### src/hdl/lcfs_schedule_metrics_defines.svh
// assertion macros for the lcfs schedule metrics block
// used by modules that carry concurrent checks; no other dependencies
`ifndef LCFS_SCHEDULE_METRICS_DEFINES_SVH
`define LCFS_SCHEDULE_METRICS_DEFINES_SVH
`ifndef SYNTHESIS
`define LCFS_ASSERT_IMP(label, clk, rst, ante, cons) \
  label: assert property (@(posedge clk) disable iff (rst) (ante) |-> (cons)) \
    else $error("lcfs check failed");
`define LCFS_ASSERT_NEXT(label, clk, rst, ante, cons) \
  label: assert property (@(posedge clk) disable iff (rst) (ante) |=> (cons)) \
    else $error("lcfs check failed");
`else
`define LCFS_ASSERT_IMP(label, clk, rst, ante, cons)
`define LCFS_ASSERT_NEXT(label, clk, rst, ante, cons)
`endif
`endif

### src/hdl/lcfs_pkg.sv
// shared widths, types and codes for the lcfs schedule metrics block
// no dependencies
`timescale 1ns / 1ps
`default_nettype none
package lcfs_pkg;
  localparam int MAX_PROCS_DEF = 16;
  localparam int ARR_W   = 16;
  localparam int BURST_W = 16;
  localparam int TIME_W  = 21;
  localparam int TOT_W   = 25;
  localparam int ID_W    = 5;
  localparam int KEY_W   = ARR_W + ID_W;
  localparam int ALU_W   = TOT_W;

  typedef enum logic [1:0] {
    ALU_ADD,
    ALU_SUB,
    ALU_MAX,
    ALU_CMP
  } alu_op_t;

  typedef struct packed {
    alu_op_t          op;
    logic [ALU_W-1:0] a;
    logic [ALU_W-1:0] b;
  } alu_req_t;

  typedef struct packed {
    logic [ALU_W-1:0] value;
    logic             gt;
  } alu_rsp_t;

  typedef enum logic [3:0] {
    S_LOAD,
    S_SCAN,
    S_CALC_MAX,
    S_CALC_CT,
    S_CALC_TAT,
    S_CALC_WT,
    S_TOT_TAT,
    S_TOT_WT,
    S_EMIT
  } state_t;
endpackage
`default_nettype wire

### src/hdl/lcfs_alu.sv
// shared add / subtract / max / compare unit
// depends on lcfs_pkg
`timescale 1ns / 1ps
`default_nettype none
module lcfs_alu (
  input  lcfs_pkg::alu_req_t req,
  output lcfs_pkg::alu_rsp_t rsp
);
  import lcfs_pkg::*;

  logic a_gt_b;

  always_comb begin
    a_gt_b = req.a > req.b;
    rsp.gt = a_gt_b;
    case (req.op)
      ALU_ADD: rsp.value = req.a + req.b;
      ALU_SUB: rsp.value = req.a - req.b;
      ALU_MAX: rsp.value = a_gt_b ? req.a : req.b;
      ALU_CMP: rsp.value = ALU_W'(a_gt_b);
      default: rsp.value = req.a + req.b;
    endcase
  end
endmodule
`default_nettype wire

### src/hdl/lcfs_store.sv
// process store: arrival and burst per slot, one write and one registered read port
// depends on lcfs_pkg
`timescale 1ns / 1ps
`default_nettype none
module lcfs_store #(
  parameter int DEPTH = lcfs_pkg::MAX_PROCS_DEF,
  localparam int ADDR_W = (DEPTH > 1) ? $clog2(DEPTH) : 1
) (
  input  logic                        clk,
  input  logic                        wr_en,
  input  logic [ADDR_W-1:0]           wr_addr,
  input  logic [lcfs_pkg::ARR_W-1:0]  wr_arrival,
  input  logic [lcfs_pkg::BURST_W-1:0] wr_burst,
  input  logic [ADDR_W-1:0]           rd_addr,
  output logic [lcfs_pkg::ARR_W-1:0]  rd_arrival,
  output logic [lcfs_pkg::BURST_W-1:0] rd_burst
);
  import lcfs_pkg::*;

  logic [ARR_W+BURST_W-1:0] mem [DEPTH];
  logic [ARR_W+BURST_W-1:0] rd_word;

  always_ff @(posedge clk) begin
    if (wr_en) begin
      mem[wr_addr] <= {wr_arrival, wr_burst};
    end
    rd_word <= mem[rd_addr];
  end

  assign rd_arrival = rd_word[ARR_W+BURST_W-1:BURST_W];
  assign rd_burst   = rd_word[BURST_W-1:0];
endmodule
`default_nettype wire

### src/hdl/lcfs_seq.sv
// sequencer: load, selection scan and metric steps through the shared alu
// depends on lcfs_pkg and lcfs_schedule_metrics_defines.svh
`timescale 1ns / 1ps
`default_nettype none
`include "lcfs_schedule_metrics_defines.svh"
module lcfs_seq #(
  parameter int MAX_PROCS = lcfs_pkg::MAX_PROCS_DEF,
  localparam int IDXW = (MAX_PROCS > 1) ? $clog2(MAX_PROCS) : 1,
  localparam int CNTW = $clog2(MAX_PROCS + 1)
) (
  input  logic                         clk,
  input  logic                         rst,
  input  logic                         in_valid,
  output logic                         in_stall,
  input  logic [lcfs_pkg::ARR_W-1:0]   arrival_time,
  input  logic [lcfs_pkg::BURST_W-1:0] burst_time,
  input  logic                         last_item,
  output logic                         wr_en,
  output logic [IDXW-1:0]              wr_addr,
  output logic [lcfs_pkg::ARR_W-1:0]   wr_arrival,
  output logic [lcfs_pkg::BURST_W-1:0] wr_burst,
  output logic [IDXW-1:0]              rd_addr,
  input  logic [lcfs_pkg::ARR_W-1:0]   rd_arrival,
  input  logic [lcfs_pkg::BURST_W-1:0] rd_burst,
  output lcfs_pkg::alu_req_t           alu_req,
  input  lcfs_pkg::alu_rsp_t           alu_rsp,
  output logic                         out_valid,
  input  logic                         out_stall,
  output logic [lcfs_pkg::ID_W-1:0]    process_id,
  output logic [lcfs_pkg::ARR_W-1:0]   arrival_out,
  output logic [lcfs_pkg::BURST_W-1:0] burst_out,
  output logic [lcfs_pkg::TIME_W-1:0]  completion_time,
  output logic [lcfs_pkg::TIME_W-1:0]  turnaround_time,
  output logic [lcfs_pkg::TIME_W-1:0]  waiting_time,
  output logic [lcfs_pkg::TOT_W-1:0]   total_turnaround,
  output logic [lcfs_pkg::TOT_W-1:0]   total_waiting,
  output logic [lcfs_pkg::ID_W-1:0]    process_count,
  output logic                         last_result
);
  import lcfs_pkg::*;

  state_t state, state_next;

  logic [CNTW-1:0]      loaded_cnt;
  logic [CNTW-1:0]      emit_cnt;
  logic [CNTW-1:0]      scan_idx;
  logic                 cmp_vld;
  logic [IDXW-1:0]      cmp_slot;
  logic [IDXW:0]        cmp_id_full;
  logic [ID_W-1:0]      cmp_id;
  logic [KEY_W-1:0]     cmp_key;
  logic                 best_found;
  logic [IDXW-1:0]      best_slot;
  logic [ARR_W-1:0]     best_arr;
  logic [BURST_W-1:0]   best_burst;
  logic [ID_W-1:0]      best_id;
  logic [MAX_PROCS-1:0] used;
  logic [TIME_W-1:0]    cur_time;
  logic [TIME_W-1:0]    tat;
  logic [TIME_W-1:0]    wt;
  logic [TOT_W-1:0]     tot_tat;
  logic [TOT_W-1:0]     tot_wt;

  logic in_take;
  logic has_room;
  logic scan_issue;
  logic scan_done;
  logic cmp_take;
  logic out_free;
  logic emit_last;

  assign in_stall   = (state != S_LOAD);
  assign in_take    = in_valid && !in_stall;
  assign has_room   = loaded_cnt < CNTW'(MAX_PROCS);
  assign scan_issue = scan_idx < loaded_cnt;
  assign scan_done  = !scan_issue && !cmp_vld;
  assign out_free   = !out_valid || !out_stall;
  assign emit_last  = (emit_cnt + CNTW'(1)) == loaded_cnt;

  // id is the 1-based load index, kept to 5 bits
  assign cmp_id_full = {1'b0, cmp_slot} + (IDXW+1)'(1);
  assign cmp_id      = ID_W'(cmp_id_full);
  assign cmp_key     = {rd_arrival, cmp_id};
  // strict compare while scanning upward keeps the earlier slot on equal keys
  assign cmp_take    = cmp_vld && !used[cmp_slot] && (!best_found || alu_rsp.gt);

  assign wr_en      = in_take && has_room;
  assign wr_addr    = loaded_cnt[IDXW-1:0];
  assign wr_arrival = arrival_time;
  assign wr_burst   = burst_time;
  assign rd_addr    = scan_idx[IDXW-1:0];

  always_ff @(posedge clk) begin
    if (rst) begin
      state <= S_LOAD;
    end else begin
      state <= state_next;
    end
  end

  always_comb begin
    state_next = state;
    alu_req    = '0;
    case (state)
      S_LOAD: begin
        if (in_take && last_item) begin
          state_next = S_SCAN;
        end
      end
      S_SCAN: begin
        alu_req.op = ALU_CMP;
        alu_req.a  = ALU_W'(cmp_key);
        alu_req.b  = ALU_W'({best_arr, best_id});
        if (scan_done) begin
          state_next = S_CALC_MAX;
        end
      end
      S_CALC_MAX: begin
        // idle cpu jumps ahead to the arrival
        alu_req.op = ALU_MAX;
        alu_req.a  = ALU_W'(cur_time);
        alu_req.b  = ALU_W'(best_arr);
        state_next = S_CALC_CT;
      end
      S_CALC_CT: begin
        alu_req.op = ALU_ADD;
        alu_req.a  = ALU_W'(cur_time);
        alu_req.b  = ALU_W'(best_burst);
        state_next = S_CALC_TAT;
      end
      S_CALC_TAT: begin
        alu_req.op = ALU_SUB;
        alu_req.a  = ALU_W'(cur_time);
        alu_req.b  = ALU_W'(best_arr);
        state_next = S_CALC_WT;
      end
      S_CALC_WT: begin
        alu_req.op = ALU_SUB;
        alu_req.a  = ALU_W'(tat);
        alu_req.b  = ALU_W'(best_burst);
        state_next = S_TOT_TAT;
      end
      S_TOT_TAT: begin
        alu_req.op = ALU_ADD;
        alu_req.a  = ALU_W'(tot_tat);
        alu_req.b  = ALU_W'(tat);
        state_next = S_TOT_WT;
      end
      S_TOT_WT: begin
        alu_req.op = ALU_ADD;
        alu_req.a  = ALU_W'(tot_wt);
        alu_req.b  = ALU_W'(wt);
        state_next = S_EMIT;
      end
      S_EMIT: begin
        if (out_free) begin
          state_next = emit_last ? S_LOAD : S_SCAN;
        end
      end
      default: begin
        state_next = S_LOAD;
      end
    endcase
  end

  // control registers
  always_ff @(posedge clk) begin
    if (rst) begin
      loaded_cnt <= '0;
      emit_cnt   <= '0;
      scan_idx   <= '0;
      cmp_vld    <= 1'b0;
      best_found <= 1'b0;
      used       <= '0;
      cur_time   <= '0;
      out_valid  <= 1'b0;
    end else begin
      if (state == S_EMIT && out_free) begin
        out_valid <= 1'b1;
      end else if (!out_stall) begin
        out_valid <= 1'b0;
      end
      case (state)
        S_LOAD: begin
          if (in_take) begin
            if (has_room) begin
              loaded_cnt <= loaded_cnt + CNTW'(1);
            end
            if (last_item) begin
              emit_cnt   <= '0;
              used       <= '0;
              scan_idx   <= '0;
              cmp_vld    <= 1'b0;
              best_found <= 1'b0;
              cur_time   <= '0;
            end
          end
        end
        S_SCAN: begin
          if (scan_issue) begin
            scan_idx <= scan_idx + CNTW'(1);
            cmp_vld  <= 1'b1;
          end else begin
            cmp_vld <= 1'b0;
          end
          if (cmp_take) begin
            best_found <= 1'b1;
          end
        end
        S_CALC_MAX: begin
          cur_time <= alu_rsp.value[TIME_W-1:0];
        end
        S_CALC_CT: begin
          cur_time <= alu_rsp.value[TIME_W-1:0];
        end
        S_TOT_WT: begin
          used[best_slot] <= 1'b1;
        end
        S_EMIT: begin
          if (out_free) begin
            emit_cnt  <= emit_cnt + CNTW'(1);
            if (emit_last) begin
              loaded_cnt <= '0;
              cur_time   <= '0;
            end else begin
              scan_idx   <= '0;
              cmp_vld    <= 1'b0;
              best_found <= 1'b0;
            end
          end
        end
        default: begin
        end
      endcase
    end
  end

  // datapath registers
  always_ff @(posedge clk) begin
    case (state)
      S_LOAD: begin
        if (in_take && last_item) begin
          tot_tat <= '0;
          tot_wt  <= '0;
        end
      end
      S_SCAN: begin
        if (scan_issue) begin
          cmp_slot <= scan_idx[IDXW-1:0];
        end
        if (cmp_take) begin
          best_slot  <= cmp_slot;
          best_arr   <= rd_arrival;
          best_burst <= rd_burst;
          best_id    <= cmp_id;
        end
      end
      S_CALC_TAT: begin
        tat <= alu_rsp.value[TIME_W-1:0];
      end
      S_CALC_WT: begin
        wt <= alu_rsp.value[TIME_W-1:0];
      end
      S_TOT_TAT: begin
        tot_tat <= alu_rsp.value[TOT_W-1:0];
      end
      S_TOT_WT: begin
        tot_wt <= alu_rsp.value[TOT_W-1:0];
      end
      S_EMIT: begin
        if (out_free) begin
          process_id       <= best_id;
          arrival_out      <= best_arr;
          burst_out        <= best_burst;
          completion_time  <= cur_time;
          turnaround_time  <= tat;
          waiting_time     <= wt;
          total_turnaround <= tot_tat;
          total_waiting    <= tot_wt;
          process_count    <= ID_W'(loaded_cnt);
          last_result      <= emit_last;
        end
      end
      default: begin
      end
    endcase
  end

  `LCFS_ASSERT_IMP(a_cnt_bound, clk, rst, 1'b1, loaded_cnt <= CNTW'(MAX_PROCS))
  `LCFS_ASSERT_IMP(a_emit_below, clk, rst, state != S_LOAD, emit_cnt < loaded_cnt)
  `LCFS_ASSERT_IMP(a_used_match, clk, rst, state == S_SCAN, $countones(used) == int'(emit_cnt))
  `LCFS_ASSERT_NEXT(a_set_close, clk, rst, state == S_EMIT && out_free && emit_last, state == S_LOAD && loaded_cnt == '0 && out_valid)
endmodule
`default_nettype wire

### src/hdl/lcfs_schedule_metrics.sv
// top level of the lcfs schedule metrics block
// depends on lcfs_pkg, lcfs_alu, lcfs_store and lcfs_seq
//
//   channel | signals                     | direction
//   input   | in_valid, in_stall, fields  | one process per transfer
//   output  | out_valid, out_stall, fields| one scheduled process per transfer
//
// loading accepts one process per cycle; the set closes with last_item
// each result then takes a scan of the loaded slots of the store
//   through its one read port, then six steps on the single shared alu
// loading resumes once the last result of the set has been emitted
// rst is synchronous; it clears the loaded count and returns to loading
// a stalled result holds the sequencer in its emit step until the transfer
`timescale 1ns / 1ps
`default_nettype none
module lcfs_schedule_metrics #(
  parameter int MAX_PROCS = lcfs_pkg::MAX_PROCS_DEF
) (
  input  logic                         clk,
  input  logic                         rst,
  input  logic                         in_valid,
  output logic                         in_stall,
  input  logic [lcfs_pkg::ARR_W-1:0]   arrival_time,
  input  logic [lcfs_pkg::BURST_W-1:0] burst_time,
  input  logic                         last_item,
  output logic                         out_valid,
  input  logic                         out_stall,
  output logic [lcfs_pkg::ID_W-1:0]    process_id,
  output logic [lcfs_pkg::ARR_W-1:0]   arrival_out,
  output logic [lcfs_pkg::BURST_W-1:0] burst_out,
  output logic [lcfs_pkg::TIME_W-1:0]  completion_time,
  output logic [lcfs_pkg::TIME_W-1:0]  turnaround_time,
  output logic [lcfs_pkg::TIME_W-1:0]  waiting_time,
  output logic [lcfs_pkg::TOT_W-1:0]   total_turnaround,
  output logic [lcfs_pkg::TOT_W-1:0]   total_waiting,
  output logic [lcfs_pkg::ID_W-1:0]    process_count,
  output logic                         last_result
);
  import lcfs_pkg::*;

  localparam int IDXW = (MAX_PROCS > 1) ? $clog2(MAX_PROCS) : 1;

  logic                wr_en;
  logic [IDXW-1:0]     wr_addr;
  logic [ARR_W-1:0]    wr_arrival;
  logic [BURST_W-1:0]  wr_burst;
  logic [IDXW-1:0]     rd_addr;
  logic [ARR_W-1:0]    rd_arrival;
  logic [BURST_W-1:0]  rd_burst;
  alu_req_t            alu_req;
  alu_rsp_t            alu_rsp;

  lcfs_store #(
    .DEPTH(MAX_PROCS)
  ) u_store (
    .clk       (clk),
    .wr_en     (wr_en),
    .wr_addr   (wr_addr),
    .wr_arrival(wr_arrival),
    .wr_burst  (wr_burst),
    .rd_addr   (rd_addr),
    .rd_arrival(rd_arrival),
    .rd_burst  (rd_burst)
  );

  lcfs_alu u_alu (
    .req(alu_req),
    .rsp(alu_rsp)
  );

  lcfs_seq #(
    .MAX_PROCS(MAX_PROCS)
  ) u_seq (
    .clk             (clk),
    .rst             (rst),
    .in_valid        (in_valid),
    .in_stall        (in_stall),
    .arrival_time    (arrival_time),
    .burst_time      (burst_time),
    .last_item       (last_item),
    .wr_en           (wr_en),
    .wr_addr         (wr_addr),
    .wr_arrival      (wr_arrival),
    .wr_burst        (wr_burst),
    .rd_addr         (rd_addr),
    .rd_arrival      (rd_arrival),
    .rd_burst        (rd_burst),
    .alu_req         (alu_req),
    .alu_rsp         (alu_rsp),
    .out_valid       (out_valid),
    .out_stall       (out_stall),
    .process_id      (process_id),
    .arrival_out     (arrival_out),
    .burst_out       (burst_out),
    .completion_time (completion_time),
    .turnaround_time (turnaround_time),
    .waiting_time    (waiting_time),
    .total_turnaround(total_turnaround),
    .total_waiting   (total_waiting),
    .process_count   (process_count),
    .last_result     (last_result)
  );
endmodule
`default_nettype wire

### config.mk
export PLATFORM = sky130hd
export DESIGN_NAME = lcfs_schedule_metrics
export DESIGN_NICKNAME = d
export VERILOG_FILES = /design/src/hdl/lcfs_pkg.sv /design/src/hdl/lcfs_alu.sv /design/src/hdl/lcfs_store.sv /design/src/hdl/lcfs_seq.sv /design/src/hdl/lcfs_schedule_metrics.sv
export VERILOG_INCLUDE_DIRS = /design/src /design/src/hdl
export SDC_FILE = /design/constraint.sdc
export NUM_CORES = 1
export LEC_CHECK = 0
export CAP_MARGIN = 20
export CORE_ASPECT_RATIO = 1.25
export CORE_MARGIN = 2
export CORE_UTILIZATION = 45
export CTS_CLUSTER_DIAMETER = 30
export CTS_CLUSTER_SIZE = 28
export DETAILED_ROUTE_END_ITERATION = 7
export DONT_BUFFER_PORTS = 1
export GPL_TIMING_DRIVEN = 1
export PLACE_DENSITY_LB_ADDON = 0.05
export REMOVE_ABC_BUFFERS = 1
export SETUP_SLACK_MARGIN = 0.15
export SYNTH_ARGS = -nofsm -noshare
export SYNTH_HDL_FRONTEND = slang
export SYNTH_SLANG_ARGS = --single-unit
### constraint.sdc
create_clock -name clk -period 10.3 [get_ports clk]
set_clock_uncertainty 0.05 [all_clocks]
set_input_delay 0 -clock clk [delete_from_list [all_inputs] [get_ports clk]]
set_output_delay 0 -clock clk [all_outputs]
set_load 0.02 [all_outputs]
==> insert_results.sql <==
INSERT INTO impl_metrics (metric_group, metric, value, unit) VALUES
('drt', 'detail_route.first_pass.iterations', '6', ''),
('pwr', 'power_per_cell_area', '227', 'mW/mm^2'),
('pwr', 'p_clk_frac', '0.522', ''),
('floorplan', 'die-area', '0.0821', 'mm^2'),
('yosys', 'netlist_instances', '2092', ''),
('drt', 'drt-initial-drc-count', '1729', ''),
('clocking', 'cts_tree', 'yes', ''),
('place', 'dp_hpwl', '58.8', 'mm'),
('critical_path', 'cp_data_required_time', '10.59', 'ns'),
('finish', 'most-common-layout-cells', 'sky130_fd_sc_hd__edfxtp_1, sky130_fd_sc_hd__mux4_2, sky130_fd_sc_hd__clkbuf_16', ''),
('sta', 'final_min_period_over_clock_period', '0.622', ''),
('pwr', 'comb_power_share', '0.063', ''),
('floorplan', 'dieWidth', '257', 'um'),
('place', 'routabilityCongestion', '0.942', ''),
('drt', 'routedWlPerCell', '28.6', 'um'),
('clocking', 'post_cts_buffers', '0', ''),
('sta', 'setup_viol', '0', ''),
('critical_path', 'endpoint_kind_of_the_worst_setup_timing_path', 'flip-flop', ''),
('global_routing', 'grt_first_pass_wirelength', '143', 'mm'),
('sta', 'maxClockFrequency', '156', 'MHz'),
('critical_path', 'critPathBufInv', '4', ''),
('yosys', 'synth_cell_types', '81', ''),
('yosys', 'yosys_warnings', '0', ''),
('clocking', 'clock_sink_count', '896', ''),
('drt', 'via_per_inst', '5.85', ''),
('clocking', 'clkTransAtPathRegs', '0.06', 'ns'),
('place', 'place_area', '0.0374', 'mm^2'),
('clocking', 'cts.repair.resized', '0', ''),
('drt', 'final_antenna_net_count', '0', ''),
('yosys', 'synthDominantAreaCellType', 'sky130_fd_sc_hd__edfxtp_1', ''),
('critical_path', 'worstSetupStartpointType', 'flip-flop', ''),
('sta', 'pins_over_slew_limit', '0', ''),
('pwr', 'internal-power', '7.60', 'mW'),
('floorplan', 'top_level_ports', '195', ''),
('yosys', 'synth_top_cells_by_area', 'sky130_fd_sc_hd__edfxtp_1, sky130_fd_sc_hd__mux4_2, sky130_fd_sc_hd__dfxtp_1', ''),
('pwr', 'worst_ir_drop_vdd', '0.150', 'mV'),
('yosys', 'synth-seq-area-share', '0.724', ''),
('floorplan', 'placeableCoreArea', '0.0789', 'mm^2'),
('clocking', 'htree_levels', '4', ''),
('pwr', 'p_leak', '14.2', 'nW'),
('pwr', 'switching_share', '0.224', ''),
('critical_path', 'worst_ep_arrival_time', '6.69', 'ns'),
('sta', 'worst_slew_pin_slew', '0.990', 'ns'),
('yosys', 'yosys_register_bits', '896', ''),
('floorplan', 'die_height', '320', 'um'),
('critical_path', 'critical_path.startpoint', 'u_seq.state[0]', ''),
('pwr', 'power_frac_seq', '0.416', ''),
('yosys', 'synth-edff-count', '805', ''),
('critical_path', 'family_of_cells_with_the_greatest_summed_delay_on_the_critical_path', 'simple AND/OR/NAND/NOR gates', ''),
('clocking', 'clock_tree.buffer_depth', '3', ''),
('clocking', 'clock_network_latency_to_the_later_pin_of_the_worst_skew_pair', '0.72', 'ns'),
('sta', 'grt_setup_unrepaired', 'no', ''),
('critical_path', 'critical_path.reg2reg.startpoint', 'u_seq.state[0]', ''),
('sta', 'post-route-worst-setup-slack', '3.90', 'ns'),
('global_routing', 'antenna_found_initial', '6', ''),
('floorplan', 'initial_core_utilization', '0.456', ''),
('yosys', 'synthesis.area', '0.0359', 'mm^2'),
('min_path', 'min-delay-path-class', 'in2reg', ''),
('clocking', 'clk_root_buffer_cell', 'sky130_fd_sc_hd__clkbuf_16', ''),
('job', 'max_cap_viol_count', '0', ''),
('pwr', 'power.net_switching', '2.19', 'mW'),
('drt', 'vias', '19900', ''),
('yosys', 'post_synth.cell_area_avg', '17.2', 'um^2'),
('sta', 'final_hold_viol_count', '0', ''),
('finish', 'fraction_of_final_layout_cells_with_drive_strength_greater_than_1', '0.221', ''),
('global_routing', 'grt_util_all_layers', '0.240', ''),
('outcome', 'outcome', 'finished, final reports clean', ''),
('critical_path', 'worstSetupPathType', 'reg2reg', ''),
('clocking', 'number_of_buffers_added_by_the_clock_tree_synthesis_step', '153', ''),
('place', 'place.port_buffers', '0', ''),
('min_path', 'hold_start', 'burst_time[10]', '');
[per-stage QoR]
step                instances  setup TNS (ns)   util  hold slack, ns  total power, mW
finish                   3405               0  0.546           0.184             9.79
global route             3405               0  0.546           0.195             10.1
CTS                      3404               0  0.546           0.134             9.87
detailed placement       3088               0  0.474          0.0217             4.71
global placement         3088               0  0.474          0.0230             4.71
floorplan                1988          -60.95      -          0.0191             4.52
[layout make-up]
type,count,area [um^2]
Fill cell,6296,35800
Timing Repair Buffer,86,743
Clock inverter,96,1140
Antenna cell,1,2.50
Sequential cell,896,26000
Tap cell,1053,1320
Clock buffer,181,4130
Inverter,58,223
Multi-Input combinational cell,1034,9470
[logic make-up after synthesis]
family                     share of synthesized area
xor gates and xnor gates                     0.00833
AOI/OAI and AO/OA                             0.0667
and+or+nand+nor                               0.0533
DFF                                            0.724
adders and majority gates                     0.0196
muxes                                          0.111
buffers and inverters                         0.0172
[power groups by stage]
stage	combinational, mW	clock (mW)	sequential, mW
CTS	0.613	5.19	4.07
floorplan	0.383	0	4.13
finish	0.613	5.10	4.07
detailed placement	0.572	0	4.14
global route	0.663	5.36	4.07
global placement	0.570	0	4.14
[registers in the layout (all words and copies together), names as in the netlist, 16 cells and up]
register / count
u_seq.tat: 21
u_seq.waiting_time: 21
u_seq.cur_time: 21
u_seq.burst_out: 16
u_seq.turnaround_time: 21
u_seq.total_turnaround: 25
u_seq.completion_time: 21
u_seq.used: 16
u_seq.total_waiting: 25
u_seq.best_burst: 16
u_seq.tot_wt: 25
u_seq.arrival_out: 16
u_seq.tot_tat: 25
u_seq.wt: 21
u_store.rd_word: 32
u_store.mem: 512
u_seq.best_arr: 16
[cells in the mapped netlist, drive strengths merged, types with 25 or more instances]
library cell and instances:
a221o 25, edfxtp 805, dfxtp 91, nor2 132
nand2 139, ha 53, o21ai 62, a22oi 26
a21oi 83, clkbuf 80, inv 57, mux4 165
[worst paths after layout]
path,depth (start not counted),slack [ns],to
hold / removal,1,0.18,u_store.mem[4][10]
setup reg to reg,15,3.90,u_seq.best_arr[11]
hold reg to reg,0,0.35,u_seq.best_burst[5]
setup / recovery,15,3.90,u_seq.best_arr[11]
[layer usage]
layer	vias up	track usage	share of wire
li1	8660	-	-
met1	10400	0.294	0.40
met2	720	0.418	0.52
met3	188	0.0489	0.056
met4	6	0.0941	0.032
met5	-	0	0.00041
No activity file was read; power rests on OpenSTA's default activity.
